--- config.mk ---
export PLATFORM = sky130hd
export DESIGN_NAME = rgb_to_yuv420_planar_core
export DESIGN_NICKNAME = d
export VERILOG_FILES = /design/src/design/ryuv_pkg.sv /design/src/design/ryuv_cfg_regs.sv /design/src/design/ryuv_raster.sv /design/src/design/ryuv_convert.sv /design/src/design/rgb_to_yuv420_planar_core.sv
export SDC_FILE = /design/constraint.sdc
export NUM_CORES = 2
export LEC_CHECK = 0
export BUFFER_PORTS_ARGS = -buffer_cell sky130_fd_sc_hd__buf_4
export CORE_ASPECT_RATIO = 1.4
export CORE_MARGIN = 3
export CORE_UTILIZATION = 25
export DETAILED_ROUTE_END_ITERATION = 10
export PLACE_DENSITY = 0.51
export SLEW_MARGIN = 20
export SYNTH_ARGS = -nofsm -noshare
export SYNTH_HDL_FRONTEND = slang
export SYNTH_HIERARCHICAL = 1
export SYNTH_SLANG_ARGS = --single-unit
--- constraint.sdc ---
create_clock -name i_clk -period 11.4 [get_ports i_clk]
set_clock_uncertainty 0.05 [all_clocks]
set_input_delay 1.14 -clock i_clk [delete_from_list [all_inputs] [get_ports i_clk]]
set_output_delay 1.14 -clock i_clk [all_outputs]
set_load 0.005 [all_outputs]
--- src/design/ryuv_pkg.sv ---
package ryuv_pkg;

    // Fixed field widths
    localparam int unsigned MAX_DIM_DEFAULT = 4096;
    localparam int unsigned CFG_W           = 13;
    localparam int unsigned CFG_IDX_W       = 2;
    localparam int unsigned PIX_W           = 8;
    localparam int unsigned NUM_W           = 15;
    localparam int unsigned LADDR_W         = 24;
    localparam int unsigned CADDR_W         = 25;
    localparam int unsigned COFF_W          = 22;
    localparam int unsigned PROD_W          = 2 * CFG_W;
    localparam int unsigned IN_TDATA_W      = 3 * PIX_W;
    localparam int unsigned OUT_FIELDS_W    = 3 * PIX_W + LADDR_W + 2 * CADDR_W;
    localparam int unsigned OUT_TDATA_W     = ((OUT_FIELDS_W + 7) / 8) * 8;

    // Register reset values
    localparam logic [CFG_W-1:0]  RST_WIDTH  = CFG_W'(640);
    localparam logic [CFG_W-1:0]  RST_HEIGHT = CFG_W'(480);
    localparam logic [PROD_W-1:0] RST_SPAN   = PROD_W'((480 - 1) * 640);
    localparam logic [PROD_W-1:0] RST_PLANE  = PROD_W'(480 * 640);

    // Color coefficients (scaled by 100)
    localparam logic [NUM_W:0] COEF_YR  = (NUM_W+1)'(30);
    localparam logic [NUM_W:0] COEF_YG  = (NUM_W+1)'(59);
    localparam logic [NUM_W:0] COEF_YB  = (NUM_W+1)'(11);
    localparam logic [NUM_W:0] COEF_UR  = (NUM_W+1)'(17);
    localparam logic [NUM_W:0] COEF_UG  = (NUM_W+1)'(33);
    localparam logic [NUM_W:0] COEF_UB  = (NUM_W+1)'(50);
    localparam logic [NUM_W:0] COEF_VR  = (NUM_W+1)'(50);
    localparam logic [NUM_W:0] COEF_VG  = (NUM_W+1)'(42);
    localparam logic [NUM_W:0] COEF_VB  = (NUM_W+1)'(8);
    localparam logic [NUM_W:0] C_OFFSET = (NUM_W+1)'(12800);

    // Divide by 100: ceil(2^32/100), exact for all numerators below 2^15
    localparam int unsigned     RECIP_W     = 26;
    localparam int unsigned     RECIP_SHIFT = 32;
    localparam logic [RECIP_W-1:0] RECIP_100 = RECIP_W'(42949673);

    typedef enum logic [CFG_IDX_W-1:0] {
        CFG_WIDTH  = 2'd0,
        CFG_HEIGHT = 2'd1,
        CFG_FLIP   = 2'd2
    } t_cfg_index;

    // Effective frame setup, held by the config block
    typedef struct packed {
        logic [CFG_W-1:0]  width;
        logic [CFG_W-1:0]  height;
        logic              flip;
        logic [PROD_W-1:0] span;   // (height-1)*width
        logic [PROD_W-1:0] plane;  // height*width
    } t_frame_cfg;

    // Per-item address and flag info from the raster counters
    typedef struct packed {
        logic [LADDR_W-1:0] luma_addr;
        logic [CADDR_W-1:0] chroma_ofs;
        logic               chroma_valid;
        logic               eof;
    } t_px_ctrl;

    function automatic logic [NUM_W-1:0] luma_num(input logic [PIX_W-1:0] b,
                                                  input logic [PIX_W-1:0] g,
                                                  input logic [PIX_W-1:0] r);
        logic [NUM_W:0] s;
        s = COEF_YR * (NUM_W+1)'(r) + COEF_YG * (NUM_W+1)'(g) + COEF_YB * (NUM_W+1)'(b);
        return s[NUM_W-1:0];
    endfunction

    // Always lands in 50..25550, so the low NUM_W bits are the full value
    function automatic logic [NUM_W-1:0] u_num(input logic [PIX_W-1:0] b,
                                               input logic [PIX_W-1:0] g,
                                               input logic [PIX_W-1:0] r);
        logic [NUM_W:0] s;
        s = C_OFFSET + COEF_UB * (NUM_W+1)'(b) - COEF_UR * (NUM_W+1)'(r)
            - COEF_UG * (NUM_W+1)'(g);
        return s[NUM_W-1:0];
    endfunction

    function automatic logic [NUM_W-1:0] v_num(input logic [PIX_W-1:0] b,
                                               input logic [PIX_W-1:0] g,
                                               input logic [PIX_W-1:0] r);
        logic [NUM_W:0] s;
        s = C_OFFSET + COEF_VR * (NUM_W+1)'(r) - COEF_VG * (NUM_W+1)'(g)
            - COEF_VB * (NUM_W+1)'(b);
        return s[NUM_W-1:0];
    endfunction

    function automatic logic [PIX_W-1:0] div100(input logic [NUM_W-1:0] n);
        logic [NUM_W+RECIP_W-1:0] p;
        p = (NUM_W+RECIP_W)'(n) * (NUM_W+RECIP_W)'(RECIP_100);
        return p[RECIP_SHIFT +: PIX_W];
    endfunction

endpackage

--- src/design/ryuv_cfg_regs.sv ---
module ryuv_cfg_regs
    import ryuv_pkg::*;
#(
    parameter int unsigned MAX_DIMENSION = MAX_DIM_DEFAULT
) (
    input  logic                 i_clk,
    input  logic                 i_rst_n,
    input  logic                 i_we,
    input  logic [CFG_IDX_W-1:0] i_index,
    input  logic [CFG_W-1:0]     i_data,
    output t_frame_cfg           o_cfg,
    output logic                 o_restart
);

    t_frame_cfg       r_cfg;
    t_frame_cfg       n_cfg;
    logic             hit;

    function automatic logic [CFG_W-1:0] clamp_width(input logic [CFG_W-1:0] w);
        logic [CFG_W-1:0] c;
        c = w;
        if (32'(w) < 32'd2) begin
            c = CFG_W'(2);
        end else if (32'(w) > 32'(MAX_DIMENSION)) begin
            c = CFG_W'(MAX_DIMENSION);
        end
        return {c[CFG_W-1:1], 1'b0};
    endfunction

    function automatic logic [CFG_W-1:0] clamp_height(input logic [CFG_W-1:0] h);
        logic [CFG_W-1:0] c;
        c = h;
        if (h == '0) begin
            c = CFG_W'(1);
        end else if (32'(h) > 32'(MAX_DIMENSION)) begin
            c = CFG_W'(MAX_DIMENSION);
        end
        return c;
    endfunction

    // Merge the write into the held setup and form the frame products
    always_comb begin
        n_cfg = r_cfg;
        hit   = 1'b0;
        if (i_we) begin
            case (i_index)
                CFG_WIDTH: begin
                    n_cfg.width = clamp_width(i_data);
                    hit         = 1'b1;
                end
                CFG_HEIGHT: begin
                    n_cfg.height = clamp_height(i_data);
                    hit          = 1'b1;
                end
                CFG_FLIP: begin
                    n_cfg.flip = i_data[0];
                    hit        = 1'b1;
                end
                default: begin
                    hit = 1'b0;
                end
            endcase
        end
        n_cfg.span  = PROD_W'(n_cfg.height - CFG_W'(1)) * PROD_W'(n_cfg.width);
        n_cfg.plane = PROD_W'(n_cfg.height) * PROD_W'(n_cfg.width);
    end

    always_ff @(posedge i_clk) begin
        if (!i_rst_n) begin
            r_cfg.width  <= RST_WIDTH;
            r_cfg.height <= RST_HEIGHT;
            r_cfg.flip   <= 1'b0;
            r_cfg.span   <= RST_SPAN;
            r_cfg.plane  <= RST_PLANE;
        end else if (hit) begin
            r_cfg <= n_cfg;
        end
    end

    assign o_cfg     = r_cfg;
    assign o_restart = hit;

endmodule

--- src/design/ryuv_raster.sv ---
module ryuv_raster
    import ryuv_pkg::*;
#(
    parameter int unsigned MAX_DIMENSION = MAX_DIM_DEFAULT
) (
    input  logic       i_clk,
    input  logic       i_rst_n,
    input  t_frame_cfg i_cfg,
    input  logic       i_restart,
    input  logic       i_advance,
    output t_px_ctrl   o_ctrl
);

    localparam int unsigned CNT_W = $clog2(MAX_DIMENSION);

    logic [CNT_W-1:0]   r_col, n_col;
    logic [CNT_W-1:0]   r_row, n_row;
    logic [CNT_W-1:0]   r_dest, n_dest;
    logic [LADDR_W-1:0] r_lbase, n_lbase;
    logic [COFF_W-1:0]  r_cbase, n_cbase;
    logic               r_fresh, n_fresh;

    logic [CNT_W-1:0]   start_dest, cur_dest;
    logic [LADDR_W-1:0] start_l, cur_l;
    logic [COFF_W-1:0]  start_c, cur_c, half_w;
    logic [PROD_W-1:0]  span_even;
    logic               last_col, last_row, odd_tail;

    // Row bases at the top of the frame (bottom row when flipped)
    always_comb begin
        span_even  = i_cfg.span - (i_cfg.height[0] ? '0 : PROD_W'(i_cfg.width));
        start_dest = i_cfg.flip ? CNT_W'(i_cfg.height - CFG_W'(1)) : '0;
        start_l    = i_cfg.flip ? i_cfg.span[LADDR_W-1:0] : '0;
        start_c    = i_cfg.flip ? span_even[COFF_W+1:2] : '0;
        cur_dest   = r_fresh ? start_dest : r_dest;
        cur_l      = r_fresh ? start_l : r_lbase;
        cur_c      = r_fresh ? start_c : r_cbase;
        half_w     = COFF_W'(i_cfg.width[CFG_W-1:1]);
    end

    // Position flags and addresses of the current item
    always_comb begin
        last_col = (32'(r_col) + 32'd1 >= 32'(i_cfg.width));
        last_row = (32'(r_row) + 32'd1 >= 32'(i_cfg.height));
        odd_tail = i_cfg.height[0] && (32'(cur_dest) + 32'd1 == 32'(i_cfg.height));
        o_ctrl.luma_addr    = cur_l + LADDR_W'(r_col);
        o_ctrl.chroma_ofs   = CADDR_W'(cur_c) + CADDR_W'(r_col >> 1);
        o_ctrl.chroma_valid = r_col[0] && (cur_dest[0] || odd_tail);
        o_ctrl.eof          = last_col && last_row;
    end

    // Counter and row base stepping
    always_comb begin
        n_col   = r_col;
        n_row   = r_row;
        n_dest  = r_dest;
        n_lbase = r_lbase;
        n_cbase = r_cbase;
        n_fresh = r_fresh;
        if (i_restart) begin
            n_col   = '0;
            n_row   = '0;
            n_fresh = 1'b1;
        end else if (i_advance) begin
            n_fresh = 1'b0;
            n_dest  = cur_dest;
            n_lbase = cur_l;
            n_cbase = cur_c;
            if (!last_col) begin
                n_col = r_col + CNT_W'(1);
            end else begin
                n_col = '0;
                if (last_row) begin
                    n_row   = '0;
                    n_fresh = 1'b1;
                end else begin
                    n_row = r_row + CNT_W'(1);
                    if (i_cfg.flip) begin
                        n_dest  = cur_dest - CNT_W'(1);
                        n_lbase = cur_l - LADDR_W'(i_cfg.width);
                        n_cbase = cur_dest[0] ? cur_c : cur_c - half_w;
                    end else begin
                        n_dest  = cur_dest + CNT_W'(1);
                        n_lbase = cur_l + LADDR_W'(i_cfg.width);
                        n_cbase = cur_dest[0] ? cur_c + half_w : cur_c;
                    end
                end
            end
        end
    end

    always_ff @(posedge i_clk) begin
        if (!i_rst_n) begin
            r_col   <= '0;
            r_row   <= '0;
            r_dest  <= '0;
            r_lbase <= '0;
            r_cbase <= '0;
            r_fresh <= 1'b1;
        end else begin
            r_col   <= n_col;
            r_row   <= n_row;
            r_dest  <= n_dest;
            r_lbase <= n_lbase;
            r_cbase <= n_cbase;
            r_fresh <= n_fresh;
        end
    end

endmodule

--- src/design/ryuv_convert.sv ---
module ryuv_convert
    import ryuv_pkg::*;
(
    input  logic               i_clk,
    input  logic               i_rst_n,
    input  logic [PROD_W-1:0]  i_plane,
    input  logic               i_s_valid,
    input  logic [PIX_W-1:0]   i_blue,
    input  logic [PIX_W-1:0]   i_green,
    input  logic [PIX_W-1:0]   i_red,
    input  t_px_ctrl           i_ctrl,
    output logic               o_s_ready,
    input  logic               i_m_ready,
    output logic               o_m_valid,
    output logic [PIX_W-1:0]   o_luma,
    output logic [LADDR_W-1:0] o_luma_address,
    output logic               o_chroma_valid,
    output logic [PIX_W-1:0]   o_chroma_u,
    output logic [PIX_W-1:0]   o_chroma_v,
    output logic [CADDR_W-1:0] o_u_address,
    output logic [CADDR_W-1:0] o_v_address,
    output logic               o_end_of_frame
);

    // Stage 1: numerators and raster info
    logic               r_s1_valid;
    logic [NUM_W-1:0]   r_s1_ynum, r_s1_unum, r_s1_vnum;
    t_px_ctrl           r_s1_ctrl;

    // Stage 2: result register
    logic               r_s2_valid;
    logic [PIX_W-1:0]   r_luma, r_u, r_v;
    logic [LADDR_W-1:0] r_laddr;
    logic [CADDR_W-1:0] r_uaddr, r_vaddr;
    logic               r_cvalid, r_eof;

    logic               en1, en2, accept;
    logic [PROD_W-1:0]  plane_v, u_sum, v_sum;

    // Each stage moves when the one after it has room
    assign en2    = !r_s2_valid || i_m_ready;
    assign en1    = !r_s1_valid || en2;
    assign accept = i_s_valid && en1;

    always_comb begin
        plane_v = i_plane + (i_plane >> 2);
        u_sum   = i_plane + PROD_W'(r_s1_ctrl.chroma_ofs);
        v_sum   = plane_v + PROD_W'(r_s1_ctrl.chroma_ofs);
    end

    always_ff @(posedge i_clk) begin
        if (!i_rst_n) begin
            r_s1_valid <= 1'b0;
            r_s2_valid <= 1'b0;
        end else begin
            if (en1) begin
                r_s1_valid <= i_s_valid;
            end
            if (en2) begin
                r_s2_valid <= r_s1_valid;
            end
        end
    end

    always_ff @(posedge i_clk) begin
        if (accept) begin
            r_s1_ynum <= luma_num(i_blue, i_green, i_red);
            r_s1_unum <= u_num(i_blue, i_green, i_red);
            r_s1_vnum <= v_num(i_blue, i_green, i_red);
            r_s1_ctrl <= i_ctrl;
        end
    end

    // Divide by 100; chroma fields read zero where the write does not survive
    always_ff @(posedge i_clk) begin
        if (en2 && r_s1_valid) begin
            r_luma   <= div100(r_s1_ynum);
            r_laddr  <= r_s1_ctrl.luma_addr;
            r_cvalid <= r_s1_ctrl.chroma_valid;
            r_eof    <= r_s1_ctrl.eof;
            if (r_s1_ctrl.chroma_valid) begin
                r_u     <= div100(r_s1_unum);
                r_v     <= div100(r_s1_vnum);
                r_uaddr <= u_sum[CADDR_W-1:0];
                r_vaddr <= v_sum[CADDR_W-1:0];
            end else begin
                r_u     <= '0;
                r_v     <= '0;
                r_uaddr <= '0;
                r_vaddr <= '0;
            end
        end
    end

    assign o_s_ready      = en1;
    assign o_m_valid      = r_s2_valid;
    assign o_luma         = r_luma;
    assign o_luma_address = r_laddr;
    assign o_chroma_valid = r_cvalid;
    assign o_chroma_u     = r_u;
    assign o_chroma_v     = r_v;
    assign o_u_address    = r_uaddr;
    assign o_v_address    = r_vaddr;
    assign o_end_of_frame = r_eof;

endmodule

--- src/design/rgb_to_yuv420_planar_core.sv ---
// An accepted input item passes through the numerator stage and then the result register.
// Throughput: one item per cycle while the output side accepts; the input side stays ready
// while a result waits, as long as the numerator stage has room.
// Reset: synchronous, active low; clears both pipeline stages and the raster
// counters, and loads width 640, height 480, no flip.
module rgb_to_yuv420_planar_core
    import ryuv_pkg::*;
#(
    parameter int unsigned MAX_DIMENSION = MAX_DIM_DEFAULT
) (
    input  logic                   i_clk,
    input  logic                   i_rst_n,
    // Config write port
    input  logic                   i_cfg_we,
    input  logic [CFG_IDX_W-1:0]   i_cfg_index,
    input  logic [CFG_W-1:0]       i_cfg_data,
    // Pixel input
    input  logic                   i_s_tvalid,
    output logic                   o_s_tready,
    input  logic [IN_TDATA_W-1:0]  i_s_tdata,   // blue[7:0], green[15:8], red[23:16]
    // Result output
    output logic                   o_m_tvalid,
    input  logic                   i_m_tready,
    output logic [OUT_TDATA_W-1:0] o_m_tdata,   // luma[7:0], luma_address[31:8],
                                                // chroma_u[39:32], chroma_v[47:40],
                                                // u_address[72:48], v_address[97:73],
                                                // zero pad[103:98]
    output logic                   o_m_tuser,   // chroma_valid
    output logic                   o_m_tlast    // end_of_frame
);

    t_frame_cfg         cfg;
    t_px_ctrl           ctrl;
    logic               restart;
    logic               accept;
    logic [PIX_W-1:0]   luma, chroma_u, chroma_v;
    logic [LADDR_W-1:0] luma_address;
    logic [CADDR_W-1:0] u_address, v_address;

    assign accept = i_s_tvalid && o_s_tready;

    ryuv_cfg_regs #(
        .MAX_DIMENSION (MAX_DIMENSION)
    ) u_cfg (
        .i_clk     (i_clk),
        .i_rst_n   (i_rst_n),
        .i_we      (i_cfg_we),
        .i_index   (i_cfg_index),
        .i_data    (i_cfg_data),
        .o_cfg     (cfg),
        .o_restart (restart)
    );

    ryuv_raster #(
        .MAX_DIMENSION (MAX_DIMENSION)
    ) u_raster (
        .i_clk     (i_clk),
        .i_rst_n   (i_rst_n),
        .i_cfg     (cfg),
        .i_restart (restart),
        .i_advance (accept),
        .o_ctrl    (ctrl)
    );

    ryuv_convert u_convert (
        .i_clk          (i_clk),
        .i_rst_n        (i_rst_n),
        .i_plane        (cfg.plane),
        .i_s_valid      (i_s_tvalid),
        .i_blue         (i_s_tdata[PIX_W-1:0]),
        .i_green        (i_s_tdata[2*PIX_W-1:PIX_W]),
        .i_red          (i_s_tdata[3*PIX_W-1:2*PIX_W]),
        .i_ctrl         (ctrl),
        .o_s_ready      (o_s_tready),
        .i_m_ready      (i_m_tready),
        .o_m_valid      (o_m_tvalid),
        .o_luma         (luma),
        .o_luma_address (luma_address),
        .o_chroma_valid (o_m_tuser),
        .o_chroma_u     (chroma_u),
        .o_chroma_v     (chroma_v),
        .o_u_address    (u_address),
        .o_v_address    (v_address),
        .o_end_of_frame (o_m_tlast)
    );

    // Pack result fields, first field lowest
    assign o_m_tdata = {{(OUT_TDATA_W-OUT_FIELDS_W){1'b0}},
                        v_address, u_address, chroma_v, chroma_u, luma_address, luma};

endmodule

# Yosys cells after proc, flatten, opt, wreduce, memory -nomap -nowiden
# Cells that the tools add are included.
[word_totals]
wordCells = 125
in_bits = 44
ff_bits = 358
[op_classes]
n_bitwise = 2
eq_ne = 3
n_lt_le_gt_ge = 4
mux = 31
n_addsub = 27
multipliers = 13
n_reduce_logical = 17
[ops]
columns = ["operator", "n"]
rows = [
  ["2-to-1 mux 22 bit", 7],
  ["multiplier 15 x 26 -> 40 bit (second input constant)", 3],
  ["2-to-1 mux 24 bit", 5],
  ["2-to-1 mux 12 bit", 7],
  ["2-to-1 mux 13 bit", 6],
  ["multiplier 5 x 8 -> 13 bit (first input constant)", 4],
  ["adder 25 bit", 2],
  ["subtractor 24 x 13 -> 24 bit", 2],
  ["adder 12 x 1 -> 13 bit (second input constant)", 3],
  ["adder 12 x 1 -> 12 bit (second input constant)", 3],
  ["greater-or-equal comparator 32 x 13 -> 1 bit", 1],
  ["adder 14 x 14 -> 15 bit (first input constant)", 2],
  ["subtractor 15 x 14 -> 15 bit", 2],
  ["multiplier 6 x 8 -> 14 bit (first input constant)", 2],
  ["2-to-1 mux 27 bit", 1],
  ["multiplier 13 x 13 -> 26 bit", 1],
  ["multiplier 26 x 13 -> 24 bit", 1],
  ["adder 25 x 24 -> 25 bit", 1],
  ["adder 24 x 12 -> 24 bit", 1],
  ["adder 24 x 13 -> 24 bit", 1],
  ["multiplier 4 x 8 -> 12 bit (first input constant)", 2],
  ["subtractor 12 x 1 -> 12 bit (second input constant)", 2],
  ["adder 22 x 11 -> 23 bit", 1],
  ["adder 22 x 12 -> 22 bit", 1],
  ["23 further kinds", 36],
]

# Depth between registers and ports, before layout
[depth]
word_depth = 9
ltp_mapped = 33
depth_no_buf = 31

# Modules after synthesis
# Netlist, hierarchy kept.
[by_module_without_submodules]
columns = ["mod", "area_each_um2", "cells_each", "instances"]
rows = [
  ["ryuv_convert", 32378.6, 3088, 1],
  ["ryuv_cfg_regs", 15610.0, 1819, 1],
  ["ryuv_raster", 11359.6, 1571, 1],
  ["rgb_to_yuv420_planar_core", 55.1, 8, 1],
]

# Worst setup path before layout
# Ideal clock, no wire load.
[synth_timing]
path_kind = "input to register"
start = "in i_cfg_data[2]"
end = "reg, netlist name u_cfg/o_cfg[51]"
setup_slack_ns = 2.457
setup_time_ns = 0.126
stages = 30
arrival_ns = 8.767
path_cell_list = "or4_1 > nor3_2 > nor2_1 > o31ai_4 > inv_1 > clkbuf_1 > ha_1 > nand3_1 > nor3_2 > xnor2_1 > nor2_1 > fa_1 > inv_1 > fa_1 > inv_1 > fa_1 > fa_1 > fa_1 > inv_1 > fa_1 > inv_1 > ha_1 > a21oi_1 > o21ai_0 > or3_1 > o211a_1 > o41ai_4 > a21oi_1 > nor4_1 > o31ai_1"
[synth_rtl]
columns = ["item", "line", "source"]
rows = [
  ["from (decl)", "rgb_to_yuv420_planar_core.sv:16", "input logic [CFG_W-1:0] i_cfg_data,"],
]

# Final worst setup path
[layout_timing]
start = "in i_cfg_data[2]"
end = "reg u_cfg.r_cfg, in the netlist u_cfg/o_cfg[47]"
[layout_between]
elab_chain_cells = 7
[layout_rtl]
columns = ["item", "line", "source"]
rows = [
  ["greater-than comparator 13 bit", "ryuv_cfg_regs.sv:24, ryuv_cfg_regs.sv:35", ""],
  ["2-to-1 mux 13 bit", "ryuv_cfg_regs.sv:24, ryuv_cfg_regs.sv:35", ""],
  ["2-to-1 mux 13 bit", "ryuv_cfg_regs.sv:33", "if (h == '0) begin"],
  ["2-to-1 mux 13 bit", "ryuv_cfg_regs.sv:46", "case (i_index)"],
  ["2-to-1 mux 27 bit *", "ryuv_cfg_regs.sv:45", "if (i_we) begin"],
  ["subtractor 13 x 1 -> 14 bit", "ryuv_cfg_regs.sv:64", "n_cfg.span = PROD_W'(n_cfg.height - CFG_W'(1)) * PROD_W'(n_cfg.width);"],
  ["multiplier 26 x 13 -> 24 bit *", "ryuv_cfg_regs.sv:64", ""],
  ["to (signal assigned)", "ryuv_cfg_regs.sv:76", "r_cfg <= n_cfg;"],
  ["to (decl)", "ryuv_cfg_regs.sv:15", "t_frame_cfg r_cfg;"],
]
# Mark *: on every way between the ends. The rest lies on a longest branch, timed or not.
# A chain may end at the register's enable or synchronous reset.

==> results.yml <==
timing:
  fmax_ghz: 0.105
  fin_crit_sh_pct: 83.2
  tns_ns: 0
  setup_viol: 0
  drv_slew: 0
  tightest_slew_ns: 1.18
  rsz0062_at_grt: "no"
  hold_viol: 0
  fin_crit_ns: 9.48
  relSlewSlack_pct: 20.6
setup_path:
  r2r_cells: 26
  r2r_slack_ns: 2.72
  r2r_start: "u_cfg/o_cfg[54]$_SDFFE_PN0P_"
  slowest_stage: "xnor2_1"
  worstSetupPathType: "in -> reg"
  cp.required_ns: 11.87
  cp_max_fo: 16
  crit_top_cell: "fa_1"
  cp_slowest_stage_delay_ns: 0.72
  end_kind: "register"
  crit_path_start: "i_cfg_data[2]"
  crit_path_start_kind: "primary input"
  reg2reg_to: "u_cfg/o_cfg[47]$_SDFFE_PN0P_"
  critical_path_arrival_ns: 9.96
global_route:
  grt_busiest_layer: "met2"
  grt_use_met1_pct: 17.2
  grt_overflow: 0
  grt_use_met2_pct: 29.6
  grt_pass1_wl_mm: 291
  antenna_found_initial: 12
  grt_pass1_vias: 48718
  gr-usage-met3_pct: 1.80
  grt_usage_pct: 15.7
  grt_max_degree: 61
clock_network:
  cts_resized: 0
  numCtsBuffers: 51
  post-cts-setup-buffers: 0
  cts.sinks: 356
  clk_pin_slew_worst_paths_ns: 0.06
  cts_buffer_depth: 3
  clk_latency_ns: 0.68
  cts_tree: "yes"
  cts-root-buf: "clkbuf_16"
  cts_hold_buf: 0
  htree_levels: 2
layout:
  multi_input_area_um2: 44400
  fin_nets: 8290
  layout-drive-gt1-share_pct: 6.15
  num-fill-cells: 24822
  areaGrowthSynthToFinish_pct: 10.9
  seq_area_um2: 9070
route:
  drt_wl_total_mm: 190
  drc_errors: 0
  drt-vias-per-instance: 4.71
  ant_nets: 0
  drt_first_pass_iters: 6
  vias: 45463
  first_iter_violations: 2274
  wl_per_cell_um: 19.7
synth:
  netlist_instances: 6422
  syn_area_um2: 58900
  yosys_warnings: 6
  avgSynthCellArea_um2: 9.17
worst_hold_path:
  hold_depth: 0
  hp-start: "u_convert/r_s1_ctrl[35]$_DFFE_PP_"
  hp-class: "reg -> reg"
  hold_end: "u_convert/o_luma_address[8]$_DFFE_PP_"
die:
  num_rows: 210
  start_util_pct: 25.1
  io_pins: 152
  die_x_um: 416
  die_y_um: 580
  core_area_um2: 234000
  die_area_um2: 241000
place:
  hpwl_mm: 158
  numPortBuffers: 145
  globalplace.congestion: 0.905
outcome:
  outcome: "finished clean"
run:
  cap_violations: 0
==> through the flow <==
| step | instance area (um^2) | utilization (%) | cells | setup slack [ns] | hold WS (ns) |
|---|---|---|---|---|---|
| 6_report | 65300 | 27.9 | 9649 | 1.92 | 0.361 |
| 5_1_grt | 65300 | 27.9 | 9647 | 1.52 | 0.369 |
| 4_1_cts | 65300 | 27.9 | 9645 | 2.05 | 0.359 |
| 3_5_place_dp | 63600 | 27.2 | 9550 | 1.32 | 0.355 |
| 3_3_place_gp | 63600 | 27.2 | 9550 | 1.45 | 0.354 |
| 2_1_floorplan | 58900 | - | 6428 | 2.52 | 0.350 |
==> layout make-up <==
class                      instances  share of cell area [%]
tap                             3074                    5.89
inverter                        1280                    7.36
clock buffer                      62                    2.13
clock inverter                    33                   0.414
antenna                            4                  0.0153
multi-input combinational       4634                    67.9
sequential                       356                    13.9
timing repair buffer             206                    2.37
==> sequential cells by signal, summed over array words and instances (netlist names), 12 cells and up <==
name                      flops
u_raster/r_dest              12
u_cfg/o_cfg                  77
u_raster/r_cbase             22
u_convert/o_v_address        25
u_convert/o_luma_address     24
u_convert/r_s1_vnum          13
u_convert/o_u_address        25
u_raster/r_row               12
u_convert/r_s1_ctrl          51
u_raster/r_lbase             24
u_convert/r_s1_unum          15
u_convert/r_s1_ynum          15
u_raster/r_col               12
==> layout by cell type, fill, tap and decap left out, types with 84 or more instances in the layout <==
cell      count
ha_1        979
inv_1      1275
nor3_1       85
nor2_1      480
nand2_1     505
edfxtp_1    194
a21oi_1     283
dfxtp_1     161
xnor2_1     213
buf_4       206
a21o_1       93
fa_1        738
o21ai_0     168
xor2_1       93
nand3_1      84
==> worst max path at each step <==
| stage | endpoint | slack, ns |
|---|---|---|
| after global placement | u_cfg/o_cfg[47]$_SDFFE_PN0P_ | 1.45 |
| after CTS | u_cfg/o_cfg[47]$_SDFFE_PN0P_ | 2.05 |
| after floorplan | u_cfg/o_cfg[47]$_SDFFE_PN0P_ | 2.52 |
| final | u_cfg/o_cfg[47]$_SDFFE_PN0P_ | 1.92 |
| after global routing | u_cfg/o_cfg[49]$_SDFFE_PN0P_ | 1.52 |
| after detailed placement | u_cfg/o_cfg[47]$_SDFFE_PN0P_ | 1.32 |
==> critical path, delay by kind of cell <==
family | cells | cell delay (ns)
and+or+nand+nor | 9 | 2.26
AOI/OAI and AO/OA | 6 | 1.08
xor gates and xnor gates | 1 | 0.72
buffers and inverters | 6 | 0.85
adders and majority gates | 8 | 3.86
==> routing by layer <==
metal  wire (um)  vias to the layer above
li1            -                    21473
met1       72300                    22617
met3        6760                      344
met2       99900                     1025
met4       10800                        4
met5          31                        -
Power is left out: the tool's default activity adds up to more than one toggle a clock period on the data nets, which glitch-free logic cannot reach.
